**config.mk**
```make
export PLATFORM = sky130hd
export DESIGN_NAME = ppc_relocation_patch_core_flat
export DESIGN_NICKNAME = d
export VERILOG_FILES = /design/src/rtl/core/ppcrel_pkg.sv /design/src/rtl/core/ppcrel_in_if.sv /design/src/rtl/core/ppcrel_out_if.sv /design/src/rtl/core/ppc_relocation_patch_core.sv /design/src/rtl/core/ppcrel_merge.sv /design/src/flat_wrapper.sv
export VERILOG_INCLUDE_DIRS = /design/src /design/src/rtl/core
export SDC_FILE = /design/constraint.sdc
export NUM_CORES = 1
export LEC_CHECK = 0
export ABC_AREA = 0
export BUFFER_PORTS_ARGS = -buffer_cell sky130_fd_sc_hd__buf_2
export CAP_MARGIN = 5
export CORE_MARGIN = 2
export CORE_UTILIZATION = 54
export CTS_CLUSTER_SIZE = 8
export DETAILED_ROUTE_END_ITERATION = 8
export GPL_TIMING_DRIVEN = 1
export PLACE_DENSITY_LB_ADDON = 0.1
export SLEW_MARGIN = 20
export SYNTH_ARGS = -nofsm -noshare
export SYNTH_HDL_FRONTEND = slang
export SYNTH_SLANG_ARGS = --single-unit
```
**constraint.sdc**
```tcl
create_clock -name clk -period 9.69 [get_ports clk]
set_input_delay 1.938 -clock clk [delete_from_list [all_inputs] [get_ports clk]]
set_output_delay 1.938 -clock clk [all_outputs]
set_load 0.005 [all_outputs]
```
**src/rtl/core/ppc_relocation_patch_core_assert.svh**
```systemverilog
// Assertion macros shared by the relocation patch core.
// No dependencies; included by files that carry concurrent checks.
`ifndef PPC_RELOCATION_PATCH_CORE_ASSERT_SVH
`define PPC_RELOCATION_PATCH_CORE_ASSERT_SVH

// Checked at every rising edge of clk, masked while rst is high.
`define PPCREL_ASSERT(label, prop, msg) \
  label: assert property (@(posedge clk) disable iff (rst) (prop)) else $error(msg);

// Checked at every rising edge of clk, reset included.
`define PPCREL_ASSERT_ALWAYS(label, prop, msg) \
  label: assert property (@(posedge clk) (prop)) else $error(msg);

`endif

```
**src/rtl/core/ppcrel_pkg.sv**
```systemverilog
// Types, relocation codes, masks and the type decoder for the relocation core.
// No dependencies.
package ppcrel_pkg;

  localparam int unsigned WordW = 32;
  localparam int unsigned KindW = 8;
  localparam int unsigned HalfW = 16;

  // Relocation type numbers handled by the core
  localparam logic [KindW-1:0] R_ADDR32          = 8'd1;
  localparam logic [KindW-1:0] R_ADDR24          = 8'd2;
  localparam logic [KindW-1:0] R_ADDR16          = 8'd3;
  localparam logic [KindW-1:0] R_ADDR16_LO       = 8'd4;
  localparam logic [KindW-1:0] R_ADDR16_HI       = 8'd5;
  localparam logic [KindW-1:0] R_ADDR16_HA       = 8'd6;
  localparam logic [KindW-1:0] R_ADDR14          = 8'd7;
  localparam logic [KindW-1:0] R_ADDR14_BRTAKEN  = 8'd8;
  localparam logic [KindW-1:0] R_ADDR14_BRNTAKEN = 8'd9;
  localparam logic [KindW-1:0] R_REL24           = 8'd10;
  localparam logic [KindW-1:0] R_REL14           = 8'd11;
  localparam logic [KindW-1:0] R_REL14_BRTAKEN   = 8'd12;
  localparam logic [KindW-1:0] R_REL14_BRNTAKEN  = 8'd13;
  localparam logic [KindW-1:0] R_PLTREL24        = 8'd18;
  localparam logic [KindW-1:0] R_LOCAL24PC       = 8'd23;
  localparam logic [KindW-1:0] R_UADDR32         = 8'd24;
  localparam logic [KindW-1:0] R_UADDR16         = 8'd25;
  localparam logic [KindW-1:0] R_REL32           = 8'd26;
  localparam logic [KindW-1:0] R_SECTOFF         = 8'd33;
  localparam logic [KindW-1:0] R_SECTOFF_LO      = 8'd34;
  localparam logic [KindW-1:0] R_SECTOFF_HI      = 8'd35;
  localparam logic [KindW-1:0] R_SECTOFF_HA      = 8'd36;
  localparam logic [KindW-1:0] R_ADDR30          = 8'd37;
  localparam logic [KindW-1:0] R_NADDR32         = 8'd101;
  localparam logic [KindW-1:0] R_NADDR16         = 8'd102;
  localparam logic [KindW-1:0] R_NADDR16_LO      = 8'd103;
  localparam logic [KindW-1:0] R_NADDR16_HI      = 8'd104;
  localparam logic [KindW-1:0] R_NADDR16_HA      = 8'd105;

  // Keep, insert and hint masks of the field forms
  localparam logic [WordW-1:0] F24_KEEP  = 32'hfc000003;
  localparam logic [WordW-1:0] F24_INS   = 32'h03fffffc;
  localparam logic [WordW-1:0] F14_KEEP  = 32'hffff0003;
  localparam logic [WordW-1:0] F14_INS   = 32'h0000fffc;
  localparam logic [WordW-1:0] F14H_KEEP = 32'hffdf0003;
  localparam logic [WordW-1:0] F14_HINT  = 32'h00200000;
  localparam logic [WordW-1:0] W30_KEEP  = 32'h00000003;
  localparam logic [WordW-1:0] W30_INS   = 32'hfffffffc;

  typedef enum logic [1:0] {
    RULE_ABS, RULE_REL, RULE_SECT, RULE_NEG
  } rule_t;

  typedef enum logic [3:0] {
    FORM_NONE, FORM_W32, FORM_F24, FORM_F14, FORM_F14T, FORM_F14N, FORM_W30,
    FORM_HALF, FORM_HI, FORM_HA
  } form_t;

  typedef struct packed {
    rule_t rule;
    form_t form;
  } class_t;

  // Stage 2 contents handed to the merge stage
  typedef struct packed {
    form_t             form;
    logic [WordW-1:0]  value;
    logic [WordW-1:0]  target;
    logic [WordW-1:0]  old_word;
  } merge_t;

  function automatic class_t classify(input logic [KindW-1:0] kind);
    class_t c;
    c.rule = RULE_ABS;
    c.form = FORM_NONE;
    case (kind)
      R_ADDR32:          c = '{RULE_ABS,  FORM_W32};
      R_ADDR24:          c = '{RULE_ABS,  FORM_F24};
      R_ADDR16:          c = '{RULE_ABS,  FORM_HALF};
      R_ADDR16_LO:       c = '{RULE_ABS,  FORM_HALF};
      R_ADDR16_HI:       c = '{RULE_ABS,  FORM_HI};
      R_ADDR16_HA:       c = '{RULE_ABS,  FORM_HA};
      R_ADDR14:          c = '{RULE_ABS,  FORM_F14};
      R_ADDR14_BRTAKEN:  c = '{RULE_ABS,  FORM_F14T};
      R_ADDR14_BRNTAKEN: c = '{RULE_ABS,  FORM_F14N};
      R_REL24:           c = '{RULE_REL,  FORM_F24};
      R_REL14:           c = '{RULE_REL,  FORM_F14};
      R_REL14_BRTAKEN:   c = '{RULE_REL,  FORM_F14T};
      R_REL14_BRNTAKEN:  c = '{RULE_REL,  FORM_F14N};
      R_PLTREL24:        c = '{RULE_REL,  FORM_F24};
      R_LOCAL24PC:       c = '{RULE_REL,  FORM_F24};
      R_UADDR32:         c = '{RULE_ABS,  FORM_W32};
      R_UADDR16:         c = '{RULE_ABS,  FORM_HALF};
      R_REL32:           c = '{RULE_REL,  FORM_W32};
      R_SECTOFF:         c = '{RULE_SECT, FORM_W32};
      R_SECTOFF_LO:      c = '{RULE_SECT, FORM_HALF};
      R_SECTOFF_HI:      c = '{RULE_SECT, FORM_HI};
      R_SECTOFF_HA:      c = '{RULE_SECT, FORM_HA};
      R_ADDR30:          c = '{RULE_REL,  FORM_W30};
      R_NADDR32:         c = '{RULE_NEG,  FORM_W32};
      R_NADDR16:         c = '{RULE_NEG,  FORM_HALF};
      R_NADDR16_LO:      c = '{RULE_NEG,  FORM_HALF};
      R_NADDR16_HI:      c = '{RULE_NEG,  FORM_HI};
      R_NADDR16_HA:      c = '{RULE_NEG,  FORM_HA};
      default:           c = '{RULE_ABS,  FORM_NONE};
    endcase
    return c;
  endfunction

endpackage

```
**src/rtl/core/ppcrel_in_if.sv**
```systemverilog
// Relocation request channel: valid/ready plus one relocation entry.
// Depends on ppcrel_pkg.
interface ppcrel_in_if;
  logic                                valid;
  logic                                ready;
  logic [ppcrel_pkg::KindW-1:0]        kind;
  logic [ppcrel_pkg::WordW-1:0]        offset;
  logic signed [ppcrel_pkg::WordW-1:0] addend;
  logic [ppcrel_pkg::WordW-1:0]        base_address;
  logic [ppcrel_pkg::WordW-1:0]        symbol_address;
  logic [ppcrel_pkg::WordW-1:0]        old_word;

  modport source (
    output valid, kind, offset, addend, base_address, symbol_address, old_word,
    input  ready
  );
  modport sink (
    input  valid, kind, offset, addend, base_address, symbol_address, old_word,
    output ready
  );
endinterface

```
**src/rtl/core/ppcrel_out_if.sv**
```systemverilog
// Patch result channel: valid/ready plus target address and patch data.
// Depends on ppcrel_pkg.
interface ppcrel_out_if;
  logic                         valid;
  logic                         ready;
  logic [ppcrel_pkg::WordW-1:0] target_address;
  logic [ppcrel_pkg::WordW-1:0] patch_value;
  logic                         halfword_write;
  logic                         unsupported;

  modport source (
    output valid, target_address, patch_value, halfword_write, unsupported,
    input  ready
  );
  modport sink (
    input  valid, target_address, patch_value, halfword_write, unsupported,
    output ready
  );
endinterface

```
**src/rtl/core/ppc_relocation_patch_core.sv**
```systemverilog
// Top level of the PowerPC ELF32 relocation patch core: decode/add, value and merge stages.
// Depends on ppcrel_pkg, ppcrel_in_if, ppcrel_out_if and ppcrel_merge.
//
//   channel  dir  carries
//   reloc    in   kind, offset, addend, base_address, symbol_address, old_word
//   patch    out  target_address, patch_value, halfword_write, unsupported
//
// Three register stages (decode and sums, value select, merge).
// One relocation per cycle sustained while patch does not stall; the 32-bit adders in stages 1 and 2 set the pace.
// rst is synchronous and clears the stage valid bits only.
// A stall on patch holds every occupied stage; empty stages still fill behind it.
module ppc_relocation_patch_core (
  input  logic        clk,
  input  logic        rst,
  ppcrel_in_if.sink   reloc,
  ppcrel_out_if.source patch
);
  import ppcrel_pkg::*;

  class_t           cls;
  logic             s1_valid;
  rule_t            s1_rule;
  form_t            s1_form;
  logic [WordW-1:0] s1_target;
  logic [WordW-1:0] s1_sym_add;
  logic [WordW-1:0] s1_off_add;
  logic [WordW-1:0] s1_add_sym;
  logic [WordW-1:0] s1_old;
  logic             s2_valid;
  merge_t           s2;
  logic [WordW-1:0] value_next;
  logic             adv_s1;
  logic             adv_s2;
  logic             merge_ready;

  assign cls    = classify(reloc.kind);
  assign adv_s2 = !s2_valid || merge_ready;
  assign adv_s1 = !s1_valid || adv_s2;
  assign reloc.ready = adv_s1;

  // stage 1: decode, target address and the three operand sums
  always_ff @(posedge clk) begin
    if (rst) begin
      s1_valid <= 1'b0;
    end else if (adv_s1) begin
      s1_valid <= reloc.valid;
    end
  end

  always_ff @(posedge clk) begin
    if (adv_s1 && reloc.valid) begin
      s1_rule    <= cls.rule;
      s1_form    <= cls.form;
      s1_target  <= reloc.base_address + reloc.offset;
      s1_sym_add <= reloc.symbol_address + reloc.addend;
      s1_off_add <= reloc.offset + reloc.addend;
      s1_add_sym <= reloc.addend - reloc.symbol_address;
      s1_old     <= reloc.old_word;
    end
  end

  // stage 2: value by rule; PC-relative subtracts the target
  always_comb begin
    case (s1_rule)
      RULE_ABS:  value_next = s1_sym_add;
      RULE_REL:  value_next = s1_sym_add - s1_target;
      RULE_SECT: value_next = s1_off_add;
      RULE_NEG:  value_next = s1_add_sym;
      default:   value_next = s1_sym_add;
    endcase
  end

  always_ff @(posedge clk) begin
    if (rst) begin
      s2_valid <= 1'b0;
    end else if (adv_s2) begin
      s2_valid <= s1_valid;
    end
  end

  always_ff @(posedge clk) begin
    if (adv_s2 && s1_valid) begin
      s2.form     <= s1_form;
      s2.value    <= value_next;
      s2.target   <= s1_target;
      s2.old_word <= s1_old;
    end
  end

  ppcrel_merge u_merge (
    .clk   (clk),
    .rst   (rst),
    .valid (s2_valid),
    .stage (s2),
    .ready (merge_ready),
    .patch (patch)
  );

endmodule

```
**src/rtl/core/ppcrel_merge.sv**
```systemverilog
// Final stage: merges the relocation value into the old word and holds the result.
// Depends on ppcrel_pkg, ppcrel_out_if and ppc_relocation_patch_core_assert.svh.
`include "ppc_relocation_patch_core_assert.svh"

module ppcrel_merge (
  input  logic               clk,
  input  logic               rst,
  input  logic               valid,
  input  ppcrel_pkg::merge_t stage,
  output logic               ready,
  ppcrel_out_if.source       patch
);
  import ppcrel_pkg::*;

  logic [WordW-1:0] patch_next;
  logic             half_next;
  logic             bad_next;
  logic [HalfW-1:0] ha_hi;
  logic             out_valid;

  // high-adjusted: carry the rounding bit into the upper half
  assign ha_hi = stage.value[WordW-1:HalfW] + {{(HalfW-1){1'b0}}, stage.value[HalfW-1]};

  always_comb begin
    patch_next = '0;
    half_next  = 1'b0;
    bad_next   = 1'b0;
    case (stage.form)
      FORM_W32:  patch_next = stage.value;
      FORM_F24:  patch_next = (stage.old_word & F24_KEEP) | (stage.value & F24_INS);
      FORM_F14:  patch_next = (stage.old_word & F14_KEEP) | (stage.value & F14_INS);
      FORM_F14T: patch_next = (stage.old_word & F14H_KEEP) | (stage.value & F14_INS) | F14_HINT;
      FORM_F14N: patch_next = (stage.old_word & F14H_KEEP) | (stage.value & F14_INS);
      FORM_W30:  patch_next = (stage.old_word & W30_KEEP) | (stage.value & W30_INS);
      FORM_HALF: begin
        patch_next = {{(WordW-HalfW){1'b0}}, stage.value[HalfW-1:0]};
        half_next  = 1'b1;
      end
      FORM_HI: begin
        patch_next = {{(WordW-HalfW){1'b0}}, stage.value[WordW-1:HalfW]};
        half_next  = 1'b1;
      end
      FORM_HA: begin
        patch_next = {{(WordW-HalfW){1'b0}}, ha_hi};
        half_next  = 1'b1;
      end
      default:   bad_next = 1'b1;
    endcase
  end

  assign ready       = !out_valid || patch.ready;
  assign patch.valid = out_valid;

  always_ff @(posedge clk) begin
    if (rst) begin
      out_valid <= 1'b0;
    end else if (ready) begin
      out_valid <= valid;
    end
  end

  always_ff @(posedge clk) begin
    if (ready && valid) begin
      patch.target_address <= stage.target;
      patch.patch_value    <= patch_next;
      patch.halfword_write <= half_next;
      patch.unsupported    <= bad_next;
    end
  end

  `PPCREL_ASSERT(a_bad_no_write,
    patch.valid && patch.unsupported |-> patch.patch_value == '0 && !patch.halfword_write,
    "unsupported result carries write data")
  `PPCREL_ASSERT(a_half_upper_zero,
    patch.valid && patch.halfword_write |-> patch.patch_value[WordW-1:HalfW] == '0,
    "halfword patch has nonzero upper bits")
  `PPCREL_ASSERT(a_stall_blocks_stage,
    patch.valid && !patch.ready |-> !ready,
    "merge stage took a transfer while the output was held")
  `PPCREL_ASSERT_ALWAYS(a_reset_clears,
    $past(rst) |-> !patch.valid,
    "output valid set right after reset")

endmodule
```
**src/flat_wrapper.sv**
```systemverilog
// flat-port wrapper written by rule: the top's interface ports become plain ports
module ppc_relocation_patch_core_flat import ppcrel_pkg::*;
  (clk, rst, reloc_valid, reloc_kind, reloc_offset, reloc_addend, reloc_base_address, reloc_symbol_address, reloc_old_word, reloc_ready, patch_valid, patch_target_address, patch_patch_value, patch_halfword_write, patch_unsupported, patch_ready);
  ppcrel_in_if reloc_i ();
  ppcrel_out_if patch_i ();
  input  logic clk;
  input  logic rst;
  input wire logic [$bits(reloc_i.valid)-1:0] reloc_valid;
  input wire logic [$bits(reloc_i.kind)-1:0] reloc_kind;
  input wire logic [$bits(reloc_i.offset)-1:0] reloc_offset;
  input wire logic [$bits(reloc_i.addend)-1:0] reloc_addend;
  input wire logic [$bits(reloc_i.base_address)-1:0] reloc_base_address;
  input wire logic [$bits(reloc_i.symbol_address)-1:0] reloc_symbol_address;
  input wire logic [$bits(reloc_i.old_word)-1:0] reloc_old_word;
  output wire logic [$bits(reloc_i.ready)-1:0] reloc_ready;
  output wire logic [$bits(patch_i.valid)-1:0] patch_valid;
  output wire logic [$bits(patch_i.target_address)-1:0] patch_target_address;
  output wire logic [$bits(patch_i.patch_value)-1:0] patch_patch_value;
  output wire logic [$bits(patch_i.halfword_write)-1:0] patch_halfword_write;
  output wire logic [$bits(patch_i.unsupported)-1:0] patch_unsupported;
  input wire logic [$bits(patch_i.ready)-1:0] patch_ready;
  assign reloc_i.valid = reloc_valid;
  assign reloc_i.kind = reloc_kind;
  assign reloc_i.offset = reloc_offset;
  assign reloc_i.addend = reloc_addend;
  assign reloc_i.base_address = reloc_base_address;
  assign reloc_i.symbol_address = reloc_symbol_address;
  assign reloc_i.old_word = reloc_old_word;
  assign reloc_ready = reloc_i.ready;
  assign patch_valid = patch_i.valid;
  assign patch_target_address = patch_i.target_address;
  assign patch_patch_value = patch_i.patch_value;
  assign patch_halfword_write = patch_i.halfword_write;
  assign patch_unsupported = patch_i.unsupported;
  assign patch_i.ready = patch_ready;
  ppc_relocation_patch_core u_core (.clk(clk), .rst(rst), .reloc(reloc_i), .patch(patch_i));
endmodule
```
==> metrics, run 1 <==
Starting Density 0.547; number of resized instances in the post-cts repair step 0; Flop pwr share 0.414; Net count, final 2402; Yosys reg bits 306; internal power of the cells 2.94 mW; antenna fix cells 0; number of pins exceeding their max-slew limit in the final report 0; register-to-register setup slack 6.26 ns; Net Count, Synth 2184; most numerous cell on the critical path nor3_1; Antenna Nets Post-Route 0; combined area of the multi-input logic cells 10000 um^2; met2 layer wire length in the routed design between 20000 and 25000 um; flip-flop and latch area 9160 um^2; number of antenna violations at the first check in global routing 2; post-cts hold buffer count 0; area of the die 38400 um^2; synthesized netlist cell count 1841; drt initial violations 1148; clock tree skew after final layout 0.0183 ns; number of stages on the worst hold path 0; total overflow reported by the global router 0; average wire per standard cell 20.5 um; status finished, final reports clean; count of boundary I/O pins 240; CP max stage delay 0.70 ns; min-delay worst type reg -> reg; setup TNS 0 ns; worst path arrival time 5.40 ns; fraction of layout instances using a drive strength above 1 0.164; clock edge transition at the registers on the reported setup and hold paths 0.05 ns; placeable core region 36400 um^2; number of placed instances with taps included 2481; via count of the first global-routing pass 14572; Pwr Density 185 nW/um^2; Skew-Pair Late Insertion Delay between 0.5 and 0.6 ns; clock sink count slightly above 300; buffers added on ports 225; peak supply drop 0.114 mV; highest attainable clock frequency about 0.19 GHz; type of the worst setup path in -> reg; average via count per standard cell 5.95; FF-to-FF path depth 13; overall die width 196 um; crit share post-route 0.534; Total GRT Usage 0.270; area grow syn2layout 14.0%; transition at the pin with the smallest max-transition slack about 1.2 ns; wire length reported by the detailed router 52000 um; maximum fanout encountered on the critical timing path 4; FP Rows 70; highest layer used for signal routing met5; iteration count of the initial detailed-routing pass 5; register area share after synthesis 0.460; routability congestion estimate from global placement 0.934; most used cells in the layout excluding fill and tap cells 303 x edfxtp_1, 225 x buf_2, 174 x a21oi_1; remaining max-slew budget at the tightest pin 0.159; leading register cell type out of synthesis edfxtp_1; asr flop ratio synth 0; cell area after synthesis 19900 um^2; Critical Path Source Type input port; Post-synth EDFFs 303; clock tree from TritonCTS yes; Detailed Place HPWL 40100 um; number of endpoints with negative hold slack in the final report 0; total power roughly 4.2 mW; most frequent standard cell in the layout excluding fill and tap cells edfxtp_1; maximum number of pins on one net before global-route repair 74; post-layout worst setup margin 4.52 ns; CP cell instances buf_2, ha_1, fa_1, a211oi_1, nor2_1, o31ai_1, o311ai_1, a31oi_1, nor3_1, nor3_1; critical-path cell with the highest stage delay nor3_1; portion of total power attributed to the clock network 0.319; DRC violation count after routing 0; number of cells in the finished layout apart from fillers 2541; synthesized area divided by synthesized cell count roughly 11 um^2; switching part of the total 0.299; NetSw 1.25 mW; final setup violating endpoints 0; warnings from Yosys 0; post-synth cell types between 80 and 90; WL met3 ~3300 um; DR vias 15111; leakage dissipation ~9.3 nW; placement-stage worst setup slack approximately 4.1 ns; Clock Root Buffer clkbuf_16; Worst setup EP type flop; Maximum Capacitance Violations 0; vertical die dimension 196 um; maximum clock insertion buffer count 3; CP Data Required Time 9.92 ns; buffer count from post-CTS setup fixing 0; M1 WL about 25000 um; Num CTS Buffers 44; fillcell total 2982; post-route minimum period 5.17 ns; global-route wire length before repair 80400 um; unrepaired setup endpoints after global routing false; CTS H-tree depth 2; combinational share of power 0.266
[final cells by class]
class,count,share of cell area
multi-input cells,1335,0.442
well taps,468,0.0258
clock inverters,4,0.00143
flip-flops and latches,306,0.403
inverters,134,0.0222
clock buffers,56,0.0505
repair buffers,238,0.0548
[stage by stage]
step / cell area (um^2) / hold WS [ns] / utilization
after detailed placement: 21500 / 0.405 / 0.591
after global routing: 22700 / 0.408 / 0.623
final: 22700 / 0.400 / 0.623
after CTS: 22700 / 0.400 / 0.623
after global placement: 21500 / 0.401 / 0.590
after floorplan: 19900 / 0.400 / -
[registers in the layout, summed over array words and instances, names as in the netlist]
signal                               count
u_core.s1_target                        32
u_core.u_merge.patch.target_address     32
u_core.s1_rule                           2
u_core.s1_sym_add                       31
u_core.s1_form                           4
u_core.u_merge.patch.halfword_write      1
u_core.s2                               86
u_core.s1_valid                          1
u_core.s1_off_add                       32
u_core.u_merge.patch.unsupported         1
u_core.s1_add_sym                       32
u_core.s1_old                           18
u_core.u_merge.patch.valid               1
u_core.s2_valid                          1
u_core.u_merge.patch.patch_value        32
[cell usage after synthesis (all sizes together) (29+ instances only)]
master / n / area share
ha: 166 / 0.10
nand2: 83 / 0.016
xnor2: 102 / 0.045
a21o: 73 / 0.028
nor3: 35 / 0.0088
o21ai: 85 / 0.022
nand3: 30 / 0.0078
mux4: 29 / 0.033
o21bai: 32 / 0.012
inv: 131 / 0.025
clkbuf: 53 / 0.010
xor2: 37 / 0.016
nor2b: 45 / 0.014
a21oi: 175 / 0.044
nor2: 122 / 0.023
edfxtp: 303 / 0.46
[routing by layer]
metal  vias to the layer above  global-route usage
met4                         4              0.0744
met5                         -                   0
met3                        77              0.0392
met1                      7153               0.406
met2                       533               0.409
li1                       7344                   -
[critical path, delay by kind of cell]
family,cells,cell delay [ns]
buffers and inverters,1,0.11
adder cells (fa/ha/maj),2,0.73
AND/OR/NAND/NOR,3,0.99
AO/OA/AOI/OAI,4,1.63
[power by group through the flow]
| stage | registers [mW] | logic (mW) | clock network (mW) |
|---|---|---|---|
| final | 1.74 | 1.12 | 1.34 |
| after global routing | 1.75 | 1.23 | 1.42 |
| after CTS | 1.74 | 1.10 | 1.37 |
| after detailed placement | 1.76 | 1.10 | 0 |
| after global placement | 1.76 | 1.08 | 0 |
| after floorplan | 1.73 | 0.799 | 0 |
[worst paths after layout]
path                                                startpoint                                           endpoint
worst min register to register         u_core.s2[50]$_DFFE_PP_  u_core.u_merge.patch.target_address[18]$_DFFE_PP_
worst max-delay path                     reloc_base_address[0]                     u_core.s1_target[26]$_DFFE_PP_
worst max register to register  u_core.s1_add_sym[0]$_DFFE_PP_                            u_core.s2[92]$_DFFE_PP_
worst min-delay path                   u_core.s2[50]$_DFFE_PP_  u_core.u_merge.patch.target_address[18]$_DFFE_PP_
[cells by family (layout without fill, tap and decap cells)]
group	Yosys count	count (layout)	synth area share
compound gates	552	552	0.183
xor+xnor	139	139	0.0611
fa+ha+maj	171	171	0.109
buf+inv	200	432	0.0381
flops	306	306	0.460
mux	43	43	0.0403
simple gates	430	430	0.108
No activity file was read; power rests on OpenSTA's default activity.
==> run 2, diff against run 1 <==
Clock period 9.69 ns to 4.19 ns, I/O delays scaled along.
==> metrics, run 2 (synthesis gave the netlist of run 1 again) <==
Skew-Pair Late Insertion Delay roughly 0.56 ns; post-layout worst setup margin 0.675 ns; number of antenna violations at the first check in global routing 3; register-to-register setup slack 0.80 ns; CTS H-tree depth 2; number of pins exceeding their max-slew limit in the final report 0; antenna fix cells 0; buffer count from post-CTS setup fixing 0; FF-to-FF path depth 11; type of the worst setup path in -> reg; area grow syn2layout 14.9%; FP Rows 70; crit share post-route 0.839; post-route minimum period 3.51 ns; most frequent standard cell in the layout excluding fill and tap cells edfxtp_1; placeable core region 36400 um^2; Num CTS Buffers 44; Pwr Density approximately 430 nW/um^2; peak supply drop 0.237 mV; average wire per standard cell just over 20 um; most used cells in the layout excluding fill and tap cells 303 x edfxtp_1, 225 x buf_2, 174 x a21oi_1; combinational share of power 0.263; clock tree skew after final layout 0.0155 ns; switching part of the total 0.300; DRC violation count after routing 0; vertical die dimension 196 um; remaining max-slew budget at the tightest pin 0.356; flip-flop and latch area just over 9000 um^2; average via count per standard cell 5.99; category of cells accounting for the largest share of critical-path delay compound AO/OA/AOI/OAI gates; drt initial violations 969; number of endpoints with negative hold slack in the final report 0; leakage dissipation 9.40 nW; buffers added on ports 225; clock edge transition at the registers on the reported setup and hold paths 0.05 ns; Maximum Capacitance Violations 0; Antenna Nets Post-Route 0; min-delay worst type reg -> reg; post-cts hold buffer count 0; portion of total power attributed to the clock network 0.326; total overflow reported by the global router 0; Hold Path Origin u_core.s2[59]$_DFFE_PP_; wire length reported by the detailed router 52100 um; CP cell instances buf_2, ha_1, fa_1, a211oi_1, nor4_1, nor2_1, a41o_1, o31ai_1, buf_4, o21ai_1, o2111ai_1, a21oi_1, xnor2_1; max FFs per register 86; clock sink count 306; Total GRT Usage 0.272; Detailed Place HPWL 40300 um; Net count, final 2420; R2R Path Start u_core.s1_target[9]$_DFFE_PP_; CP Data Required Time 4.48 ns; transition at the pin with the smallest max-transition slack 0.966 ns; maximum clock insertion buffer count 3; Starting Density 0.547; Flop pwr share 0.411; count of boundary I/O pins 240; worst path arrival time 3.81 ns; critical-path cell with the highest stage delay fa_1; fillcell total 2998; fraction of layout instances using a drive strength above 1 0.172; NetSw 2.96 mW; end point of the most critical hold path u_core.u_merge.patch.target_address[27]$_DFFE_PP_; iteration count of the initial detailed-routing pass 6; overall die width slightly below 200 um; Clock Root Buffer clkbuf_16; buffers and inverters on the worst path 2; smallest hold slack 0.409 ns; capturing point of the worst reg2reg path u_core.s2[90]$_DFFE_PP_; global-route wire length before repair 80800 um; area of the die 38400 um^2; number of stages on the worst hold path 0; placement-stage worst setup slack 0.207 ns; highest attainable clock frequency 0.284 GHz; Worst setup EP type flop; clock tree from TritonCTS yes; internal power of the cells a little under 7 mW; via count of the first global-routing pass 14904; maximum number of pins on one net before global-route repair between 150 and 200; number of resized instances in the post-cts repair step 0; status finished, final reports clean; register with the most flip-flops u_core.s2; maximum fanout encountered on the critical timing path 4; routability congestion estimate from global placement 0.930; combined area of the multi-input logic cells 10000 um^2; final setup violating endpoints 0; setup TNS 0 ns; total power ~9.8 mW; Critical Path Source Type input port; unrepaired setup endpoints after global routing false; DR vias 15324; CP max stage delay 0.52 ns; Critical Path Stages 13
## run 2: worst max path at each step
stage / start / endpoint / slack (ns)
floorplan: patch_ready / u_core.s1_add_sym[0]$_DFFE_PP_ / 0.15
global placement: reloc_offset[1] / u_core.s1_target[31]$_DFFE_PP_ / 0.20
detailed placement: reloc_addend[1] / u_core.s1_off_add[27]$_DFFE_PP_ / 0.21
CTS: reloc_addend[1] / u_core.s1_off_add[27]$_DFFE_PP_ / 0.78
global route: reloc_base_address[0] / u_core.s1_target[30]$_DFFE_PP_ / 0.52
finish: reloc_addend[0] / u_core.s1_off_add[30]$_DFFE_PP_ / 0.68
## run 2: final cells by class
| cell class | count | share of cell area |
|---|---|---|
| multi-input combinational | 1335 | 0.438 |
| sequential | 306 | 0.400 |
| timing repair buffer | 256 | 0.0605 |
| clock buffer | 56 | 0.0510 |
| tap | 468 | 0.0256 |
| inverter | 134 | 0.0220 |
| clock inverter | 5 | 0.00224 |
## run 2: metrics by stage
stage	std cells	utilization	instance area, um^2
detailed placement	2499	0.595	21700
finish	2560	0.628	22900
global route	2560	0.628	22900
global placement	2499	0.595	21700
floorplan	1841	-	19900
CTS	2560	0.628	22900
## run 2: routing by layer
metal / wire length [um] / GRT usage
met5: 35 / 0
met4: 1410 / 0.0842
met3: 3690 / 0.0516
met2: 22500 / 0.406
met1: 24600 / 0.403
## run 2: power groups by stage
stage          logic (mW)  clock network [mW]  registers (mW)
2_1_floorplan        1.85                   0            3.98
3_3_place_gp         2.51                   0            4.08
3_5_place_dp         2.54                   0            4.10
4_1_cts              2.56                3.27            4.04
5_1_grt              2.85                3.37            4.08
6_report             2.58                3.21            4.05
